**config.mk**
```make
export PLATFORM = sky130hd
export DESIGN_NAME = running_median_filter_flat
export DESIGN_NICKNAME = d
export VERILOG_FILES = /design/src/design/rmf_pkg.sv /design/src/design/rmf_if.sv /design/src/design/rmf_cell.sv /design/src/design/rmf_median.sv /design/src/design/running_median_filter.sv /design/src/flat_wrapper.sv
export SDC_FILE = /design/constraint.sdc
export NUM_CORES = 2
export LEC_CHECK = 0
export BUFFER_PORTS_ARGS = -buffer_cell sky130_fd_sc_hd__buf_2
export CORE_MARGIN = 2
export CORE_UTILIZATION = 48
export CTS_BUF_LIST = sky130_fd_sc_hd__clkbuf_16
export CTS_CLUSTER_SIZE = 28
export DETAILED_ROUTE_END_ITERATION = 10
export MAX_ROUTING_LAYER = met4
export PLACE_DENSITY = 0.7
export SLEW_MARGIN = 20
export SYNTH_ARGS = -nofsm -noshare
export SYNTH_HDL_FRONTEND = slang
export SYNTH_SLANG_ARGS = --single-unit
```
**constraint.sdc**
```tcl
create_clock -name clk_i -period 8 [get_ports clk_i]
set_input_delay 0 -clock clk_i [delete_from_list [all_inputs] [get_ports clk_i]]
set_output_delay 0 -clock clk_i [all_outputs]
set_load 0.01 [all_outputs]
```
**src/design/rmf_pkg.sv**
```systemverilog
// ----------------------------------------------------------------------------
// rmf_pkg
// Shared types, widths and constants of the running median filter.
// ----------------------------------------------------------------------------
`timescale 1ns / 1ps

package rmf_pkg;

  localparam int MaxWindow = 16;
  localparam int SampleW   = 16;
  localparam int WsW       = 5;
  localparam int CntW      = $clog2(MaxWindow + 1);
  localparam int AgeW      = (MaxWindow > 1) ? $clog2(MaxWindow) : 1;
  localparam int IdxW      = AgeW;
  localparam int CfgIdxW   = 1;
  localparam int CfgDataW  = 16;

  typedef logic signed [SampleW-1:0] sample_t;
  typedef logic [AgeW-1:0]           age_t;
  typedef logic [CntW-1:0]           cnt_t;
  typedef logic [WsW-1:0]            wsize_t;
  typedef logic [IdxW-1:0]           idx_t;

  localparam wsize_t  WsReset   = wsize_t'(16);
  localparam sample_t FillReset = sample_t'(0);

  typedef enum logic [CfgIdxW-1:0] {
    CFG_WINDOW_SIZE = 1'b0,
    CFG_FILL_VALUE  = 1'b1
  } cfg_addr_e;

  // per-cell control from the top level
  typedef struct packed {
    logic go;
    logic init;
    logic active;
    logic in_sort;
    logic is_ins;
    logic at_or_above;
    logic at_or_below;
    logic up_case;
    logic has_up;
    logic has_dn;
  } cell_ctl_t;

  // what a cell shows its neighbors and the top level
  typedef struct packed {
    sample_t sample;
    age_t    age_dec;
    logic    gt;
    logic    zero;
  } cell_st_t;

endpackage

```
**src/design/rmf_if.sv**
```systemverilog
// ----------------------------------------------------------------------------
// rmf_if
// Valid/ready channels for input samples and median results.
// ----------------------------------------------------------------------------
`timescale 1ns / 1ps

interface rmf_sample_if;
  import rmf_pkg::*;

  logic    valid;
  logic    ready;
  sample_t sample;

  modport source (output valid, output sample, input ready);
  modport sink   (input valid, input sample, output ready);
endinterface

interface rmf_median_if;
  import rmf_pkg::*;

  logic    valid;
  logic    ready;
  sample_t median;

  modport source (output valid, output median, input ready);
  modport sink   (input valid, input median, output ready);
endinterface

```
**src/design/rmf_cell.sv**
```systemverilog
// ----------------------------------------------------------------------------
// rmf_cell
// One window entry: sample and age, with compare, age count-down and a
// shift toward either neighbor while the new item settles into sorted place.
// ----------------------------------------------------------------------------
`timescale 1ns / 1ps

module rmf_cell (
  input  logic               clk_i,
  input  logic               rst_ni,
  input  rmf_pkg::cell_ctl_t ctl_i,
  input  rmf_pkg::sample_t   new_sample_i,
  input  rmf_pkg::age_t      new_age_i,
  input  rmf_pkg::sample_t   fill_i,
  input  rmf_pkg::cell_st_t  dn_i,
  input  rmf_pkg::cell_st_t  up_i,
  output rmf_pkg::cell_st_t  st_o
);
  import rmf_pkg::*;

  sample_t sample_q, sample_d;
  age_t    age_q, age_d;
  age_t    age_dec;
  logic    gt;

  assign gt      = sample_q > new_sample_i;
  assign age_dec = (ctl_i.active && (age_q != '0)) ? age_t'(age_q - 1'b1) : age_q;

  assign st_o.sample  = sample_q;
  assign st_o.age_dec = age_dec;
  assign st_o.gt      = gt;
  assign st_o.zero    = ctl_i.active && (age_q == '0);

  always_comb begin
    sample_d = sample_q;
    age_d    = age_q;
    if (ctl_i.init) begin
      sample_d = fill_i;
      age_d    = '0;
    end else if (ctl_i.go && ctl_i.active) begin
      age_d = age_dec;
      if (ctl_i.up_case && ctl_i.at_or_above) begin
        if (ctl_i.has_up && !up_i.gt) begin
          sample_d = up_i.sample;
          age_d    = up_i.age_dec;
        end else if (!ctl_i.is_ins && ctl_i.in_sort && !gt) begin
          sample_d = new_sample_i;
          age_d    = new_age_i;
        end
      end else if (!ctl_i.up_case && ctl_i.at_or_below) begin
        if (ctl_i.has_dn && dn_i.gt) begin
          sample_d = dn_i.sample;
          age_d    = dn_i.age_dec;
        end else if (ctl_i.is_ins || gt) begin
          sample_d = new_sample_i;
          age_d    = new_age_i;
        end
      end
    end
  end

  always_ff @(posedge clk_i or negedge rst_ni) begin
    if (!rst_ni) begin
      sample_q <= FillReset;
      age_q    <= '0;
    end else begin
      sample_q <= sample_d;
      age_q    <= age_d;
    end
  end

endmodule

```
**src/design/rmf_median.sv**
```systemverilog
// ----------------------------------------------------------------------------
// rmf_median
// Median select over the sorted window: middle entry, or the floor mean of
// the middle pair, into the result register.
// ----------------------------------------------------------------------------
`timescale 1ns / 1ps

module rmf_median (
  input  logic                                      clk_i,
  input  logic                                      load_i,
  input  rmf_pkg::sample_t [rmf_pkg::MaxWindow-1:0] win_i,
  input  rmf_pkg::cnt_t                             cnt_i,
  output rmf_pkg::sample_t                          median_o
);
  import rmf_pkg::*;

  idx_t                   hi_idx;
  idx_t                   lo_idx;
  logic signed [SampleW:0] sum;
  sample_t                median_q;

  assign hi_idx = idx_t'(cnt_i >> 1);
  assign lo_idx = cnt_i[0] ? hi_idx : idx_t'(hi_idx - idx_t'(1));
  assign sum    = {win_i[lo_idx][SampleW-1], win_i[lo_idx]}
                + {win_i[hi_idx][SampleW-1], win_i[hi_idx]};

  always_ff @(posedge clk_i) begin
    if (load_i) begin
      median_q <= sum[SampleW:1];
    end
  end

  assign median_o = median_q;

endmodule

```
**src/design/running_median_filter.sv**
```systemverilog
// ----------------------------------------------------------------------------
// running_median_filter
// An accepted item first updates the cell row, then its median is loaded
// into the result register and offered. Throughput: one item per cycle
// unless the median output stalls; the cell row sorts the window at once.
// Reset: window size 16, fill value 0, store empty; a register write reloads
// every entry with the prior fill value and clears ages and count.
// ----------------------------------------------------------------------------
`timescale 1ns / 1ps

module running_median_filter (
  input  logic                          clk_i,
  input  logic                          rst_ni,
  input  logic                          cfg_we_i,
  input  logic [rmf_pkg::CfgIdxW-1:0]   cfg_idx_i,
  input  logic [rmf_pkg::CfgDataW-1:0]  cfg_data_i,
  rmf_sample_if.sink                    sample_i,
  rmf_median_if.source                  median_o
);
  import rmf_pkg::*;

  wsize_t  ws_q;
  sample_t fill_q;
  cnt_t    fill_cnt_q;
  logic    pend_q;
  logic    out_valid_q;

  cnt_t    size;
  cnt_t    n_new;
  age_t    new_age;
  logic    in_fire;
  logic    load_out;
  logic    found;
  logic    up_case;
  sample_t median;

  cell_ctl_t                  ctl     [MaxWindow];
  cell_st_t                   st      [MaxWindow];
  cell_st_t                   dn_st   [MaxWindow];
  cell_st_t                   up_st   [MaxWindow];
  logic [MaxWindow-1:0]       zvec;
  logic [MaxWindow-1:0]       zbelow;
  logic [MaxWindow-1:0]       is_ins;
  logic [MaxWindow-1:0]       has_up;
  logic [MaxWindow-1:0]       up_ok;
  sample_t [MaxWindow-1:0]    win;

  always_comb begin
    if (ws_q == '0) begin
      size = cnt_t'(1);
    end else if (int'(ws_q) > MaxWindow) begin
      size = cnt_t'(MaxWindow);
    end else begin
      size = cnt_t'(ws_q);
    end
  end

  assign new_age  = age_t'(size - cnt_t'(1));
  assign n_new    = (fill_cnt_q < size) ? cnt_t'(fill_cnt_q + cnt_t'(1)) : fill_cnt_q;
  assign in_fire  = sample_i.valid && sample_i.ready;
  assign load_out = pend_q && (!out_valid_q || median_o.ready);
  assign found    = |zvec;
  assign up_case  = |(is_ins & up_ok);

  assign sample_i.ready = !pend_q || load_out;
  assign median_o.valid = out_valid_q;
  assign median_o.median = median;

  for (genvar p = 0; p < MaxWindow; p++) begin : g_cell
    localparam cnt_t PIdx  = cnt_t'(p);
    localparam cnt_t PNext = cnt_t'(p + 1);

    assign zvec[p]   = st[p].zero;
    assign is_ins[p] = zvec[p] && !zbelow[p];
    assign has_up[p] = PNext < n_new;
    assign win[p]    = st[p].sample;

    if (p == 0) begin : g_first
      assign zbelow[p] = 1'b0;
      assign dn_st[p]  = '0;
    end else begin : g_rest
      assign zbelow[p] = |zvec[p-1:0];
      assign dn_st[p]  = st[p-1];
    end

    if (p == MaxWindow - 1) begin : g_last
      assign up_st[p] = '0;
      assign up_ok[p] = 1'b0;
    end else begin : g_inner
      assign up_st[p] = st[p+1];
      assign up_ok[p] = has_up[p] && !st[p+1].gt;
    end

    assign ctl[p].go          = in_fire;
    assign ctl[p].init        = cfg_we_i;
    assign ctl[p].active      = PIdx < size;
    assign ctl[p].in_sort     = PIdx < n_new;
    assign ctl[p].is_ins      = is_ins[p];
    assign ctl[p].at_or_above = zbelow[p] || zvec[p];
    assign ctl[p].at_or_below = found && !zbelow[p];
    assign ctl[p].up_case     = up_case;
    assign ctl[p].has_up      = has_up[p];
    assign ctl[p].has_dn      = (p != 0);

    rmf_cell u_cell (
      .clk_i        (clk_i),
      .rst_ni       (rst_ni),
      .ctl_i        (ctl[p]),
      .new_sample_i (sample_i.sample),
      .new_age_i    (new_age),
      .fill_i       (fill_q),
      .dn_i         (dn_st[p]),
      .up_i         (up_st[p]),
      .st_o         (st[p])
    );
  end

  rmf_median u_median (
    .clk_i    (clk_i),
    .load_i   (load_out),
    .win_i    (win),
    .cnt_i    (fill_cnt_q),
    .median_o (median)
  );

  always_ff @(posedge clk_i or negedge rst_ni) begin
    if (!rst_ni) begin
      ws_q   <= WsReset;
      fill_q <= FillReset;
    end else if (cfg_we_i) begin
      case (cfg_addr_e'(cfg_idx_i))
        CFG_WINDOW_SIZE: ws_q   <= cfg_data_i[WsW-1:0];
        CFG_FILL_VALUE:  fill_q <= sample_t'(cfg_data_i[SampleW-1:0]);
        default: ;
      endcase
    end
  end

  always_ff @(posedge clk_i or negedge rst_ni) begin
    if (!rst_ni) begin
      fill_cnt_q  <= '0;
      pend_q      <= 1'b0;
      out_valid_q <= 1'b0;
    end else begin
      if (cfg_we_i) begin
        fill_cnt_q <= '0;
      end else if (in_fire) begin
        fill_cnt_q <= n_new;
      end
      if (in_fire) begin
        pend_q <= 1'b1;
      end else if (load_out) begin
        pend_q <= 1'b0;
      end
      if (load_out) begin
        out_valid_q <= 1'b1;
      end else if (median_o.ready) begin
        out_valid_q <= 1'b0;
      end
    end
  end

  // at most one entry is replaced per item
  a_one_ins: assert property (@(posedge clk_i) disable iff (!rst_ni)
    in_fire |-> $onehot0(is_ins))
    else $error("more than one entry selected for replacement");

  // count never runs past the effective window
  a_cnt_le_size: assert property (@(posedge clk_i) disable iff (!rst_ni)
    fill_cnt_q <= size)
    else $error("fill count exceeds window size");

  // an accepted item always leaves work pending for the median stage
  a_pend: assert property (@(posedge clk_i) disable iff (!rst_ni)
    in_fire |=> pend_q)
    else $error("accepted item not pending");

  // a register write empties the store
  a_cfg_clear: assert property (@(posedge clk_i) disable iff (!rst_ni)
    cfg_we_i |=> (fill_cnt_q == '0))
    else $error("fill count not cleared by register write");

  // count grows by at most one per item
  a_cnt_step: assert property (@(posedge clk_i) disable iff (!rst_ni)
    (in_fire && !cfg_we_i) |=>
      (fill_cnt_q == $past(fill_cnt_q)) ||
      (fill_cnt_q == cnt_t'($past(fill_cnt_q) + cnt_t'(1))))
    else $error("fill count stepped by more than one");

endmodule

```
**src/flat_wrapper.sv**
```systemverilog
// flat-port wrapper written by rule: the top's interface ports become plain ports
module running_median_filter_flat import rmf_pkg::*;
  (clk_i, rst_ni, cfg_we_i, cfg_idx_i, cfg_data_i, sample_i_valid, sample_i_sample, sample_i_ready, median_o_valid, median_o_median, median_o_ready);
  rmf_sample_if sample_i_i ();
  rmf_median_if median_o_i ();
  input  logic clk_i;
  input  logic rst_ni;
  input  logic cfg_we_i;
  input  logic [rmf_pkg::CfgIdxW-1:0] cfg_idx_i;
  input  logic [rmf_pkg::CfgDataW-1:0] cfg_data_i;
  input wire logic [$bits(sample_i_i.valid)-1:0] sample_i_valid;
  input wire logic [$bits(sample_i_i.sample)-1:0] sample_i_sample;
  output wire logic [$bits(sample_i_i.ready)-1:0] sample_i_ready;
  output wire logic [$bits(median_o_i.valid)-1:0] median_o_valid;
  output wire logic [$bits(median_o_i.median)-1:0] median_o_median;
  input wire logic [$bits(median_o_i.ready)-1:0] median_o_ready;
  assign sample_i_i.valid = sample_i_valid;
  assign sample_i_i.sample = sample_i_sample;
  assign sample_i_ready = sample_i_i.ready;
  assign median_o_valid = median_o_i.valid;
  assign median_o_median = median_o_i.median;
  assign median_o_i.ready = median_o_ready;
  running_median_filter u_core (.clk_i(clk_i), .rst_ni(rst_ni), .cfg_we_i(cfg_we_i), .cfg_idx_i(cfg_idx_i), .cfg_data_i(cfg_data_i), .sample_i(sample_i_i), .median_o(median_o_i));
endmodule
```
==> metrics.txt <==
slowest CP cell dfstp_2; First-pass DRT Iterations 8; WHS 0.0513 ns; sequential area share after synthesis 23.6%; power per cell area 401 nW/um2; synth warn 0; Final Skew 0.0227 ns; placed instance area 40,400 um2; main flop type after synthesis dfrtp_1; Max-slew headroom 20.5%; cts bufs inserted 46; LEAKAGE 0.0171 uW; crit path cell chain clkinv_1 -> nand2_1 -> ha_1 -> a211o_1 -> a21o_1 -> nor3_1 -> mux2i_1 -> a32oi_1 -> and3_1 -> a221oi_1 -> buf_4 -> nand4_4 -> buf_4 -> nand3_1 -> buf_4 -> o32a_1 -> nand2_1 -> mux2_2; worst skew pair latency 0.62 ns; setup violators final 0; height of the die 289 um; count of different cell masters after synthesis 109; number of DRC markers in iteration 0 approximately 5,300; CP Capture Type flip-flop; count of pins over their slew limit 0; worst slew pin tran 1.18 ns; FF+latch count, synth around 360; first-pass GRT wire length 229,000 um; Finished Cell Area 42,100 um2; Initial Util 48.3%; Ports 56; CP arrival 7.43 ns; most frequent cell after synthesis nor2_1; Clock transition at path regs 0.07 ns; Cell Area, Synth 38,900 um2; grt ovf 0; critical path's largest stage delay 0.87 ns; critical path's most frequent cell buf_4; fmax 144 MHz; final net count ~4,800; initial antenna violation count 3; CP max FO 24; post-synth top area cell dfrtp_1; top cells by count, synth nor2_1, a21oi_1, o21ai_0; status complete, no violations; Syn-to-layout area delta 8.34%; final period utilization a little under 90%; Post-Syn Nets 4,848; vias roughly 39,000; layout cells sized above 1 16.1%; row cnt ~100; hpwl dp between 100,000 and 150,000 um; Synth top area share 22.3%; CTS root buf clkbuf_16; Setup Buffers After CTS 0; Req. time, crit path 8.50 ns; H-tree depth 2; Crit Path Class reg2reg; M1 GR Usage 48.3%; final hold vios 0; Port Buf Inserts 55; busiest grt layer met2; largest net degree at the start of global routing 162; Core Region ~80,000 um2; Post-synth EDFFs 16; flop-to-flop setup slack 1.07 ns; Clock Path Buffers 3; final setup TNS 0 ns; DRC viols 0; Post-synth ARST share a little over nine tenths; Layout fillers 7,559; Final min period 6.93 ns; RSZ-0062 raised after global routing no; crit start category flip-flop; Total GRT Usage a little under two fifths; Hold Crit Class in2reg; CTS Sinks 364; global-route track usage on met3 5.55%; Die Width slightly below 300 um; Vias/cell between 6 and 7; Mapped Cells roughly 4,500; max cap viols 0; Max VDD drop 230 uV; final RePlAce weighted congestion 1.01; clock tree from TritonCTS built; Area contributors post-synth dfrtp_1, ha_1, mux4_2, mux2i_1, mux2_2; via count of the first global-routing pass around 36,000; GR Layer Usage met2 between 50% and 60%; DR WL/cell ~28 um; Buffers & Inverters on Critical Path 4; kind of cell adding the most delay to the critical path simple AND/OR/NAND/NOR gates; antenna viol nets, final 0; Die ar. 83,300 um2; WL final 153,000 um; post-synthesis average cell area around 8.6 um2
-- path summary, 6_finish.rpt --
path / cells past startpoint / endpoint / start
min in group asynchronous: 3 / u_core.ws_q[4] / rst_ni
min: 3 / u_core.g_cell[15].u_cell.sample_q[7] / sample_i_sample[7]
max reg2reg: 18 / u_core.g_cell[12].u_cell.sample_q[7] / u_core.ws_q[4]
max: 18 / u_core.g_cell[12].u_cell.sample_q[7] / u_core.ws_q[4]
min reg2reg: 2 / u_core.g_cell[4].u_cell.age_q[1] / u_core.g_cell[4].u_cell.age_q[1]
max in group asynchronous: 5 / u_core.g_cell[4].u_cell.sample_q[10] / rst_ni
-- flip-flops by register name (all words and copies together), names as in the netlist --
register	flops
u_core.g_cell.u_cell.age_q	64
u_core.g_cell.u_cell.sample_q	256
u_core.pend_q	1
u_core.ws_q	5
u_core.median_o.valid	1
u_core.u_median.median_o	16
u_core.fill_cnt_q	5
u_core.fill_q	16
-- tightest hold or removal path: cells and delay by family --
family,cells,cell delay [ns]
buffers and inverters,1,0.23
AO/OA/AOI/OAI,2,0.40
-- layout by cell type (no fill, tap or decap), types with 16 or more instances in the layout --
master,count
a21oi_1,436
a211oi_1,54
a211o_1,16
ha_1,294
mux2i_1,309
mux4_2,140
nand2b_1,44
buf_2,53
a221oi_1,33
inv_1,126
edfxtp_1,16
o211ai_1,41
clkbuf_16,47
a22oi_1,21
a221o_1,36
xnor2_1,30
o21ai_0,422
a21o_1,43
nand4_1,51
or4_1,21
nor2_1,462
dlygate4sd3_1,27
buf_4,116
o21ai_1,19
o221ai_1,51
nand3_1,81
and2_1,28
mux2_2,244
o22ai_1,22
nor3b_1,21
nor3_1,43
nor4_1,31
a31oi_1,35
nor2b_1,52
nand2_1,359
dfrtp_1,344
-- cell families after synthesis --
family / after synthesis / synth area share (%)
mux: 708 / 23.6
flops: 364 / 23.6
buf+inv: 432 / 4.45
fa+ha+maj: 296 / 9.55
xor+xnor: 40 / 0.901
simple gates: 1287 / 15.6
compound gates: 1387 / 22.3
-- stage by stage --
stage                     power, uW  utilization [%]  setup WS [ns]  instances
after floorplan               11100                -           1.87       4514
after global placement        14100             50.2           1.43       5432
after detailed placement      14300             50.2           1.26       5432
after CTS                     16500             52.3           1.23       5542
after global routing          17900             52.4          0.799       5545
final                         16900             52.4           1.07       5545
-- power by group --
part           switching [uW]  total, uW  internal, uW
clock network             932       2090          1160
registers                1400       4120          2720
logic                    6270      10700          4410
-- per-layer routing --
layer	routed length (um)	part of all wire [%]
met5	0	0
met4	11600	7.6
met3	14800	9.7
met2	65900	43
met1	60500	40
-- timing repair --
item,in CTS,in global routing
gates resized for setup,0,0
endpoints found under the hold margin,188,0
hold buffers,28,0
-- area by class of cell --
cell class,count,area (um2),area share (%)
multi-input combinational,3718,28200,67.0
timing repair buffer,202,1520,3.60
clock inverter,35,246,0.585
clock buffer,47,1180,2.79
sequential,364,9200,21.8
inverter,117,439,1.04
antenna,2,5.00,0.0119
tap,1060,1330,3.15
No activity file was read; power rests on OpenSTA's default activity.
